$ cat src/hdl/pfde_pkg.sv
// ----------------------------------------------------------------------------
// pfde_pkg
// Shared types and constants for the page frame buffer draw engine.
// ----------------------------------------------------------------------------
package pfde_pkg;

    localparam int ROWS        = 64;
    localparam int COLUMNS     = 128;
    localparam int PAGES       = ROWS / 8;
    localparam int DEPTH       = PAGES * COLUMNS;
    localparam int ADDR_W      = $clog2(DEPTH);
    localparam int COL_W       = $clog2(COLUMNS);
    localparam int PAGE_W      = $clog2(PAGES);
    localparam int QUEUE_DEPTH = 2;

    localparam logic [3:0] MODE_SET    = 4'd0;
    localparam logic [3:0] MODE_CLEAR  = 4'd1;
    localparam logic [3:0] MODE_LINE   = 4'd2;
    localparam logic [3:0] MODE_RECT   = 4'd3;
    localparam logic [3:0] MODE_FILL   = 4'd4;
    localparam logic [3:0] MODE_ROT_R  = 4'd5;
    localparam logic [3:0] MODE_ROT_L  = 4'd6;
    localparam logic [3:0] MODE_SETALL = 4'd7;
    localparam logic [3:0] MODE_CLRALL = 4'd8;
    localparam logic [3:0] MODE_READ   = 4'd9;

    typedef struct packed {
        logic [3:0] mode;
        logic [5:0] row_a;
        logic [6:0] col_a;
        logic [5:0] row_b;
        logic [6:0] col_b;
        logic [2:0] page_sel;
        logic       bad;
    } cmd_t;

endpackage

$ cat src/hdl/pfde_front.sv
// ----------------------------------------------------------------------------
// pfde_front
// Command intake: classify modes and queue commands for the back end.
// ----------------------------------------------------------------------------
module pfde_front
    import pfde_pkg::*;
(
    input  logic        clk,
    input  logic        rst_n,
    input  logic        s_tvalid,
    output logic        s_tready,
    input  logic [32:0] s_tdata,
    output logic        q_valid,
    input  logic        q_ready,
    output cmd_t        q_cmd
);

    cmd_t       mem_reg [QUEUE_DEPTH];
    logic       wp_reg;
    logic       rp_reg;
    logic [1:0] cnt_reg;
    cmd_t       in_cmd;
    logic       push;
    logic       pop;

    always_comb
    begin
        in_cmd.mode     = s_tdata[3:0];
        in_cmd.row_a    = s_tdata[9:4];
        in_cmd.col_a    = s_tdata[16:10];
        in_cmd.row_b    = s_tdata[22:17];
        in_cmd.col_b    = s_tdata[29:23];
        in_cmd.page_sel = s_tdata[32:30];
        in_cmd.bad      = (s_tdata[3:0] > MODE_READ);
    end

    assign s_tready = (cnt_reg != 2'(QUEUE_DEPTH));
    assign push     = s_tvalid && s_tready;
    assign q_valid  = (cnt_reg != 2'd0);
    assign pop      = q_valid && q_ready;
    assign q_cmd    = mem_reg[rp_reg];

    always_ff @(posedge clk)
    begin
        if (push)
        begin
            mem_reg[wp_reg] <= in_cmd;
        end
    end

    always_ff @(posedge clk or negedge rst_n)
    begin
        if (!rst_n)
        begin
            wp_reg  <= 1'b0;
            rp_reg  <= 1'b0;
            cnt_reg <= 2'd0;
        end
        else
        begin
            if (push)
            begin
                wp_reg <= ~wp_reg;
            end
            if (pop)
            begin
                rp_reg <= ~rp_reg;
            end
            cnt_reg <= cnt_reg + 2'(push) - 2'(pop);
        end
    end

    a_cnt_bound: assert property (@(posedge clk) disable iff (!rst_n)
        cnt_reg <= 2'(QUEUE_DEPTH)) else $error("queue overflow");
    a_empty_idle: assert property (@(posedge clk) disable iff (!rst_n)
        (cnt_reg == 2'd0) |-> !q_valid) else $error("valid while empty");
    a_push_grow: assert property (@(posedge clk) disable iff (!rst_n)
        (push && !pop) |=> (cnt_reg == $past(cnt_reg) + 2'd1))
        else $error("count not advanced");

endmodule

$ cat config.mk
export PLATFORM = sky130hd
export DESIGN_NAME = pfde_front
export DESIGN_NICKNAME = d
export VERILOG_FILES = /design/src/hdl/pfde_pkg.sv /design/src/hdl/pfde_front.sv
export SDC_FILE = /design/constraint.sdc
export NUM_CORES = 1
export LEC_CHECK = 0
export BUFFER_PORTS_ARGS = -buffer_cell sky130_fd_sc_hd__buf_2
export CAP_MARGIN = 20
export CORE_MARGIN = 4
export CORE_UTILIZATION = 40
export DETAILED_ROUTE_END_ITERATION = 12
export GPL_TIMING_DRIVEN = 0
export PLACE_DENSITY_LB_ADDON = 0.15
export SLEW_MARGIN = 10
export SYNTH_ARGS = -nofsm -noshare
export SYNTH_HDL_FRONTEND = slang
export SYNTH_SLANG_ARGS = --single-unit
$ cat constraint.sdc
create_clock -name clk -period 2.6 [get_ports clk]
set_input_delay 0.13 -clock clk [delete_from_list [all_inputs] [get_ports clk]]
set_output_delay 0.13 -clock clk [all_outputs]
set_load 0.01 [all_outputs]
Word level (Yosys, flattened, before mapping). Memories as Yosys holds them, arrays and structs flattened. Cells that the tools add are included. W data, S select, Z words.

$add $sub $neg: 2. Magnitude comparators: 1. Equal/unequal tests: 1. Mux-type cells: 2. Bitwise gates (word level): 2. Reduce and logical (&&, ||, !) cells: 3.

Operators by type and width (number): $gt A4 B4 Y1 const B (1); $add A2 B1 Y2 (1); $logic_and A1 B1 Y1 (2); $mux W1 (2); $ne A2 B2 Y1 const B (1); $not A1 Y1 (2); $reduce_bool A2 Y1 (1); $sub A2 B1 Y2 (1).

Flip-flop bits (word level): 4. RAM bits: 68. Input port bits: 37. Output and inout port bits: 36. Logic and storage cells: 15. Memories kept: 1.

Memory list: mem_reg (words 2, bits a word 34, read ports 1, clocked after memory_dff 0, write ports 1, line pfde_front.sv:18) `cmd_t mem_reg [QUEUE_DEPTH];`.

Depth between registers and ports, before layout. Gate-level depths: netlist (run 1).

Word-level depth: 4. Gate-level depth with buffers: 5. Gate-level depth less buffers: 5.

Worst setup path after synthesis (run 1). OpenSTA, ideal clock, no wires.

Path kind: reg-to-reg. From: register cnt_reg[0]. To: memory mem_reg[0][0] (netlist bit) (enable). Arrival time: 2147 ps. Required time: 2175 ps. Slack: 28 ps. Stages on the path, launching flop included: 4. Clock period less this slack: 2572 ps. Cells stage by stage: dfrtp_1 > nand2b_1 > nand2_1 > nor2_1.

Cells in the longest elaborated chain, start to end: 4.

RTL lines: start: declaration (line pfde_front.sv:21) `logic [1:0] cnt_reg;`; start signal: assignment (line pfde_front.sv:69) `cnt_reg <= cnt_reg + 2'(push) - 2'(pop);`; $ne A2 B2 Y1 (line pfde_front.sv:37) `assign s_tready = (cnt_reg != 2'(QUEUE_DEPTH));`; via s_tready (line pfde_front.sv:11) `output logic s_tready,`; $logic_and A1 B1 Y1 (line pfde_front.sv:38) `assign push = s_tvalid && s_tready;`; $mux W1 (line pfde_front.sv:45) `if (push)`; $mux W1 (not written as such) (line pfde_front.sv:47) `mem_reg[wp_reg] <= in_cmd;`; end: declaration (line pfde_front.sv:18).

The timed path passes the listed nets, and every way through them passes these cells.

==> flow_summary.ini, run 1 <==
[sta]
worstMarginPinSlew_ps = 811.8
timing.final.crit_share_pct = 68.37
fmaxAchievable_ghz = 0.5626
rsz0062_at_grt = no
hold_violations = 0
skew_ps = 3.175
post-route-worst-setup-slack_ps = 822.5
setup_violations = 0
slew_headroom_pct = 45.88
drv_slew = 0
period_needed_ps = 1777

[clocking]
cts_max_level = 3
cts_setup_buffers = 0
clock_sinks = 72
clock_tree_from_tritoncts = built
insertion_delay_ps = 330
clockRootBuffer = clkbuf_8
clk_path_buf_depth = 2
clkSlewWorstSetupHoldPaths_ps = 70
post_cts_resized = 0
tritoncts.num_buffers = 9

[critical_path]
timing.critical_path.cells = buf_2 > buf_2 > mux2_2 > buf_2
start_kind = flop
arrival_ps = 1650
critical-path-slowest-cell = mux2_2
worst_ep_required_time_ps = 2470
end_kind = primary output
critical_path_peak_fanout = 10
setup.reg_to_reg.worst_slack_ps = 840
maximum_cell_stage_delay_along_the_critical_path_ps = 380
worstSetupPathType = flop to primary output
path_common_cell = buf_2
ff2ff_path_depth = 2

[job]
timing.max_cap.violations = 0

[drt]
drt_first_pass_iters = 4
detail_route.wl_per_cell_um = 15.11
post-route-drc-count = 0
drtAntennaViolNets = 0
initialDrtViolationCount = 43
vias_per_cell = 4.683
drt-total-wl_um = 4955
total_number_of_vias = 1536

[yosys]
synthDominantAreaCellType = edfxtp_1
netlist_area_um2 = 2685
synth-seq-cells = 72
synth_nets = 167
yosys-top-cells-area = edfxtp_1 76%, mux2_2 14%, dfrtp_1 3.7%, xnor2_1 0.98%, buf_2 0.75%
sequential_element_share_of_the_synthesized_area_pct = 79.78
syn_inst = 129
async_reset_ff_share_pct = 5.556
synth.top_cell.area_share_pct = 76.05
yosys_warnings = 0
synth-edff-count = 68
syn-mean-instance-area_um2 = 20.81
ys_top_cells_by_count = 68 x edfxtp_1, 34 x mux2_2, 4 x buf_2, 4 x dfrtp_1
most_used_flip_flop_cell_after_synthesis = edfxtp_1
post_synth_num_cell_types = 18
yosysMostFrequentCell = edfxtp_1

[placement]
dp_hpwl_um = 3355
area_after_detailed_placement_um2 = 3177
placedCellCount = 279
routabilityCongestion = 0.6750
detailedPlace.worstSlack_ps = 825.1
port_buffers = 72

[worst_hold_path]
worstHoldPathCells = 3
hp-class = input port to flop

[run_status]
outcome = completed

[grt]
globalRouteMet3Util_pct = 4.257
global_route.overflow_total = 0
groute.layer.met1.usage_pct = 14.30
antenna_violations_before_repair = 0
gr-usage-met2_pct = 23.25
vias_in_the_first_global_route = 1720
grt-busiest-layer = met2
grt_start_max_net_pins = 35
global_route_wire_length_before_repair_um = 8273
grt_usage_pct = 13.25

[power]
leakagePower_nw = 1.426
report.power.total_mw = 3.788
vdd.ir_drop.worst_v = 0.0007882
p_per_area_nw_per_um2 = 1017

[final_layout]
largest_reg_flops = 68
stdcell_area_um2 = 3726
finalNetCount = 285
drive_above_1_share_pct = 51.79
area_growth_syn_to_layout_pct = 38.77
instances_no_fill = 328
count_of_fill_cells_added_during_filler_insertion = 488
insertedDiodeCount = 0

[floorplan]
coreArea_um2 = 6422
die_width_um = 89.93
number_of_i_o_pins = 73
initial_core_util_pct = 41.81
die_y_um = 89.93
placement_rows = 29
fp.dieArea_um2 = 8087
==> through the flow <==
stage	hold slack [ps]	setup TNS, ps	util, %
after floorplan	-165.6	0	-
after global placement	-61.86	-19010	48.92
after detailed placement	-57.24	0	49.46
after CTS	70.86	0	58.02
after global routing	86.81	0	58.02
final	90.21	0	58.02
==> layout by cell type, fill, tap and decap left out, types with 2 or more instances in the layout <==
cell,instances
nor2_1,2
nand2_1,2
mux2_2,34
xnor2_1,3
bufinv_16,2
buf_2,76
edfxtp_1,68
clkbuf_8,9
dfrtp_1,4
dlygate4sd3_1,34
==> worst max-delay path, delay by kind of cell (launching register included) <==
family,cells,cell delay [ps]
buf+inv,3,620
mux,1,380
flops,1,320
==> final cells by class <==
type / count / area, um^2 / area share, %
Clock buffer: 9 / 123.9 / 3.324
Buffer: 4 / 20.02 / 0.5373
Clock inverter: 6 / 85.08 / 2.283
Timing Repair Buffer: 107 / 728.2 / 19.54
Tap cell: 77 / 96.34 / 2.586
Sequential cell: 72 / 2142 / 57.49
Multi-Input combinational cell: 53 / 530.5 / 14.24
==> path summary, 6_finish.rpt <==
path / start / to
max: rp_reg$_DFFE_PN0P_ / q_cmd[31]
min: q_ready / rp_reg$_DFFE_PN0P_
max reg2reg: cnt_reg[0]$_DFF_PN0_ / mem_reg[1][8]$_DFFE_PP_
min reg2reg: wp_reg$_DFFE_PN0P_ / wp_reg$_DFFE_PN0P_
max in group asynchronous: rst_n / rp_reg$_DFFE_PN0P_
min in group asynchronous: rst_n / wp_reg$_DFFE_PN0P_
==> where the power goes <==
part | switching, mW | internal, mW
clock | 0.387 | 0.531
combinational | 0.608 | 0.585
sequential | 0.0863 | 1.59
total | 1.08 | 2.71
==> what timing repair did <==
| item | CTS | global route |
|---|---|---|
| endpoints found under the hold margin | 69 | 0 |
| endpoints found under the setup margin | 0 | 0 |
| hold buffers | 34 | 0 |
==> routing by layer <==
layer  part of all wire, %  vias up  wire length (um)
li1                      -      741                 -
met1                    39      733              1952
met2                    53       52              2643
met3                   5.2       10               260
met4                   2.0        0                99
met5                     0        -                 0
==> cells by family (layout without fill, tap and decap cells) <==
kind of cell | after synthesis | count (layout) | synth area share [%]
muxes | 34 | 34 | 14.26
xor gates and xnor gates | 3 | 3 | 0.9787
DFF | 72 | 72 | 79.78
buffers and inverters | 4 | 126 | 0.7456
adders and majority gates | 1 | 1 | 0.4659
and+or+nand+nor | 11 | 11 | 2.377
AOI/OAI and AO/OA | 4 | 4 | 1.398
(Power assumes the default switching activity.)
==> inputs of run 2 (changes only) <==
==> constraint.sdc (replaced) <==
create_clock -name clk -period 1.8 [get_ports clk]
set_input_delay 0.09 -clock clk [delete_from_list [all_inputs] [get_ports clk]]
set_output_delay 0.09 -clock clk [all_outputs]
set_load 0.01 [all_outputs]
==> run 2 against run 1 <==
  * Clock power grew 78%
  * Combinational power grew 47%
  * Via count grew 0.98%
  * Sequential share of layout area shrank 0.93 points
  * Critical path type unchanged
==> flow_summary.ini, run 2 (synthesized netlist as in run 1, its figures left out) <==
[floorplan]
number_of_i_o_pins = 73
coreArea_um2 = 6422
initial_core_util_pct = 41.81
placement_rows = 29
die_y_um = 89.93
die_width_um = 89.93
fp.dieArea_um2 = 8087

[sta]
setup_violations = 0
skew_ps = 6.810
hold_violations = 0
worstMarginPinSlew_ps = 562.9
slew_headroom_pct = 62.38
post-route-worst-setup-slack_ps = 65.59
period_needed_ps = 1734
rsz0062_at_grt = yes
timing.final.crit_share_pct = 96.36
drv_slew = 0
fmaxAchievable_ghz = 0.5766

[drt]
initialDrtViolationCount = 55
drt-total-wl_um = 5217
vias_per_cell = 4.700
drtAntennaViolNets = 0
total_number_of_vias = 1551
post-route-drc-count = 0
detail_route.wl_per_cell_um = 15.81
drt_first_pass_iters = 3

[critical_path]
arrival_ps = 1640
timing.critical_path.cells = buf_2 > buf_2 > mux2_2 > buf_2
path_common_cell = buf_2
path_depth = 4
critical-path-top-delay-family = buffers and inverters
setup.worst_path.start = rp_reg$_DFFE_PN0P_
regToRegStartpoint = cnt_reg[0]$_DFF_PN0_
setup.reg_to_reg.worst_slack_ps = 180
worst_ep_required_time_ps = 1710
end_kind = primary output
critical_path_peak_fanout = 10
critical-path-slowest-cell = mux2_2
start_kind = flop
timing.critical_path.to = q_cmd[11]
maximum_cell_stage_delay_along_the_critical_path_ps = 370
worstSetupPathType = flop to primary output
rr_endpoint = mem_reg[0][1]$_DFFE_PP_
crit_buf_inv = 3
ff2ff_path_depth = 3

[final_layout]
layout_common_cells = 76 x buf_2, 68 x edfxtp_1, 34 x mux2_2, 34 x dlygate4sd3_1, 9 x clkbuf_8
largest_reg_flops = 68
area_growth_syn_to_layout_pct = 41.05
drive_above_1_share_pct = 52.17
insertedDiodeCount = 0
layout.cells.most_common = buf_2
finalNetCount = 286

[grt]
antenna_violations_before_repair = 0
global_route_wire_length_before_repair_um = 8507
grt_start_max_net_pins = 35
vias_in_the_first_global_route = 1713
global_route.overflow_total = 0
grt_usage_pct = 13.68

[power]
report.power.total_mw = 5.811
p_per_area_nw_per_um2 = 1534
vdd.ir_drop.worst_v = 0.0006635
leakagePower_nw = 1.450

[clocking]
clockRootBuffer = clkbuf_8
cts_max_level = 3
clock_sinks = 72
clk_path_buf_depth = 2
clock_tree_from_tritoncts = built
insertion_delay_ps = 330
tritoncts.num_buffers = 9
clkSlewWorstSetupHoldPaths_ps = 70

[placement]
detailedPlace.worstSlack_ps = -172.0
routabilityCongestion = 0.6371
dp_hpwl_um = 3174
port_buffers = 72

[worst_hold_path]
hp-class = input port to flop

[run_status]
outcome = completed

[job]
timing.max_cap.violations = 0
==> run 2: cell types whose count changed in the layout (fill, tap and decap cells not counted), sizes merged <==
cell and delta:
clkbuf +2, nor2 +1, clkinv -2, clkinvlp -1, bufinv +2
==> run 2: worst min path at each step <==
stage,cells past startpoint,slack [ps],endpoint,start
global placement,1,-100,cnt_reg[0]$_DFF_PN0_,rst_n
CTS,3,40,rp_reg$_DFFE_PN0P_,q_ready
finish,3,60,rp_reg$_DFFE_PN0P_,q_ready
detailed placement,1,-90,wp_reg$_DFFE_PN0P_,rst_n
floorplan,0,-210,cnt_reg[0]$_DFF_PN0_,rst_n
global route,3,60,rp_reg$_DFFE_PN0P_,q_ready
==> run 2: what timing repair did <==
item | CTS | global route
endpoints found under the hold margin | 70 | 0
cloned | 1 | 0
pin swaps | 0 | 1
setup buffers | 0 | 1
gates resized for setup | 1 | 2
hold buffers | 34 | 0
endpoints found under the setup margin | 34 | 77
==> run 2: final cells by class <==
class | count | area [um^2]
fill | 506 | 2635
multi-input combinational | 54 | 548.0
clock inverter | 5 | 128.9
timing repair buffer | 107 | 720.7
buffer | 4 | 20.02
tap | 77 | 96.34
sequential | 72 | 2142
clock buffer | 11 | 131.4
==> run 2: power breakdown <==
part	total (mW)	switching, mW	internal [mW]
combinational	1.75	0.904	0.848
sequential	2.43	0.135	2.29
clock	1.63	0.565	1.07
==> run 2: layer usage <==
| metal | track usage [%] | up-vias | wire [um] |
|---|---|---|---|
| li1 | - | 744 | - |
| met1 | 15.96 | 752 | 2138 |
| met2 | 23.18 | 44 | 2725 |
| met3 | 3.840 | 11 | 248 |
| met4 | 6.888 | 0 | 105 |
| met5 | 0 | - | 0 |
==> run 2: metrics by stage <==
| step | TNS (ps) | std cells | cell area [um^2] | utilization [%] | hold slack, ps |
|---|---|---|---|---|---|
| floorplan | 0 | 129 | 2693 | - | -205.6 |
| global placement | -1613 | 278 | 3149 | 49.04 | -101.8 |
| detailed placement | -5782 | 278 | 3149 | 49.04 | -94.99 |
| CTS | 0 | 329 | 3761 | 58.56 | 40.38 |
| global route | -714.7 | 330 | 3787 | 58.97 | 62.12 |
| finish | 0 | 330 | 3787 | 58.97 | 56.16 |
==> run 2: worst register-to-register path, delay by kind of cell, from the launching register on <==
kind | cells | cell delay (ps)
flip-flops | 1 | 450
AND/OR/NAND/NOR | 3 | 810
==> inputs of run 3 (changes only) <==
--- a/config.mk
+++ b/config.mk
@@ -5,11 +5,11 @@
 export SDC_FILE = /design/constraint.sdc
 export NUM_CORES = 1
 export LEC_CHECK = 0
-export BUFFER_PORTS_ARGS = -buffer_cell sky130_fd_sc_hd__buf_2
 export CAP_MARGIN = 20
 export CORE_MARGIN = 4
 export CORE_UTILIZATION = 40
 export DETAILED_ROUTE_END_ITERATION = 12
+export DONT_BUFFER_PORTS = 1
 export GPL_TIMING_DRIVEN = 0
 export PLACE_DENSITY_LB_ADDON = 0.15
 export SLEW_MARGIN = 10
==> constraint.sdc (replaced) <==
create_clock -name clk -period 1.9 [get_ports clk]
set_input_delay 0.095 -clock clk [delete_from_list [all_inputs] [get_ports clk]]
set_output_delay 0.095 -clock clk [all_outputs]
set_load 0.01 [all_outputs]
==> run 3 against run 2 <==
  * Sequential share of layout area increased by 6.2 points
  * Die area stayed put
  * Global-route usage fell by 1.5 points
  * Largest cell class unchanged
  * Hold slack worse by 13 ps
==> flow_summary.ini, run 3 (synthesized netlist as in run 1, its figures left out) <==
[critical_path]
worst_ep_required_time_ps = 1800
ff2ff_path_depth = 2
crit_buf_inv = 2
end_kind = primary output
worstSetupPathType = flop to primary output
maximum_cell_stage_delay_along_the_critical_path_ps = 410
critical-path-top-delay-family = buffers and inverters
path_common_cell = buf_2
critical_path_peak_fanout = 10
timing.critical_path.cells = buf_2 > buf_2 > mux2_2
arrival_ps = 1540
start_kind = flop
path_depth = 3
critical-path-slowest-cell = mux2_2

[sta]
hold_violations = 0
timing.hold.ws_ps = 42.90
post-route-worst-setup-slack_ps = 268.6
period_needed_ps = 1631
setup_violations = 0
rsz0062_at_grt = no
slew_headroom_pct = 67.66
skew_ps = 4.240
finalSetupTns_ps = 0
fmaxAchievable_ghz = 0.6130
drv_slew = 0
timing.final.crit_share_pct = 85.87
worstMarginPinSlew_ps = 485.0

[clocking]
insertion_delay_ps = 330
tritoncts.num_buffers = 9
clock_tree_from_tritoncts = built
clkSlewWorstSetupHoldPaths_ps = 70
clock_sinks = 72
clockRootBuffer = clkbuf_8
clk_path_buf_depth = 2
cts_max_level = 3

[floorplan]
die_width_um = 89.93
placement_rows = 29
number_of_i_o_pins = 73
initial_core_util_pct = 41.81
fp.dieArea_um2 = 8087
coreArea_um2 = 6422
die_y_um = 89.93

[run_status]
outcome = completed

[drt]
wl_met2_um = 2551
total_number_of_vias = 1294
detail_route.wl_per_cell_um = 18.06
met3_wirelength_um = 293
drtAntennaViolNets = 0
initialDrtViolationCount = 31
met1Wirelength_um = 1791
drt-total-wl_um = 4714
drt_first_pass_iters = 4
vias_per_cell = 4.958
top_layer_used = met4
post-route-drc-count = 0

[placement]
routabilityCongestion = 0.6073
port_buffers = 0
detailedPlace.worstSlack_ps = -120.5
dp_hpwl_um = 2913

[final_layout]
largest_reg_flops = 68
area_growth_syn_to_layout_pct = 27.17
layout.cells.most_common = edfxtp_1
footprint_of_the_multi_input_gates_um2 = 545.5
count_of_fill_cells_added_during_filler_insertion = 523
finalNetCount = 217
layout_common_cells = 68 x edfxtp_1, 36 x dlygate4sd3_1, 34 x mux2_2
area.sequential_um2 = 2142
insertedDiodeCount = 0
drive_above_1_share_pct = 33.15

[power]
vdd.ir_drop.worst_v = 0.0009692
share_seq_of_total_power_pct = 46.7
p_sw_share_pct = 29.06
leakagePower_nw = 1.163
share_comb_of_total_power_pct = 27.8
power_frac_clock_pct = 25.5
p_per_area_nw_per_um2 = 1445
switching_power_mw = 1.434
cell_int_power_mw = 3.501

[grt]
vias_in_the_first_global_route = 1435
grt_start_max_net_pins = 35
global_route_wire_length_before_repair_um = 7472
antenna_violations_before_repair = 0
grt_usage_pct = 12.23
global_route.overflow_total = 0

[worst_hold_path]
hp-class = input port to async pin

[job]
timing.max_cap.violations = 0
[run 3: cell count changes in the layout (fill, tap and decap cells not counted)]
cell	delta
buf_12	+1
buf_2	-72
bufinv_16	-2
clkbuf_1	-2
clkinv_1	+1
clkinv_2	+3
clkinv_4	-1
clkinvlp_4	+1
dlygate4sd3_1	+2
nand2_1	+1
nand2_2	-1
[run 3: path summary, 6_finish.rpt]
check,from,endpoint,slack [ps]
hold reg to reg,cnt_reg[0]$_DFF_PN0_,cnt_reg[0]$_DFF_PN0_,670
min in group clk,q_ready,cnt_reg[0]$_DFF_PN0_,110
max in group asynchronous,rst_n,wp_reg$_DFFE_PN0P_,1680
setup reg to reg,cnt_reg[0]$_DFF_PN0_,mem_reg[1][7]$_DFFE_PP_,290
setup / recovery,rp_reg$_DFFE_PN0P_,q_cmd[30],270
hold / removal,rst_n,cnt_reg[1]$_DFF_PN0_,40
[run 3: final cells by class]
| cell class | instances | share of cell area (%) |
|---|---|---|
| Tap cell | 77 | 2.822 |
| Clock inverter | 7 | 2.528 |
| Timing Repair Buffer | 38 | 11.73 |
| Buffer | 4 | 0.5863 |
| Sequential cell | 72 | 62.73 |
| Multi-Input combinational cell | 54 | 15.98 |
| Clock buffer | 9 | 3.628 |
[run 3: layer usage]
layer | up-vias | track usage [%]
met5 | - | 0
met4 | 0 | 6.122
met3 | 9 | 4.591
met2 | 42 | 20.74
met1 | 640 | 13.49
li1 | 603 | -
[run 3: power by group through the flow]
stage / Combinational [mW] / Sequential [mW] / Clock, mW
2_1_floorplan: 1.02 / 2.29 / 0
3_3_place_gp: 1.23 / 2.31 / 0
3_5_place_dp: 1.24 / 2.33 / 0
4_1_cts: 1.35 / 2.31 / 1.30
5_1_grt: 1.49 / 2.34 / 1.36
6_report: 1.37 / 2.30 / 1.26
[run 3: repair_timing]
action	in CTS	in global routing
pin swaps	0	2
setup endpoints to repair	34	60
gates resized for setup	1	1
cloned	1	0
hold endpoints to repair	74	0
setup buffers	0	2
hold buffers	36	0
[run 3: worst reg2reg max path, cell delays in order, from the launching register on]
cell	delay (ps)
dfrtp_1	450
nand2b_1	240
and3_4	540
[run 3: through the flow]
step / total power [mW] / util (%) / std cells / instance area (um^2)
after floorplan: 3.313 / - / 129 / 2693
after global placement: 3.533 / 43.42 / 206 / 2789
after detailed placement: 3.577 / 43.42 / 206 / 2789
after CTS: 4.958 / 52.48 / 259 / 3371
after global routing: 5.197 / 53.17 / 261 / 3415
final: 4.934 / 53.17 / 261 / 3415
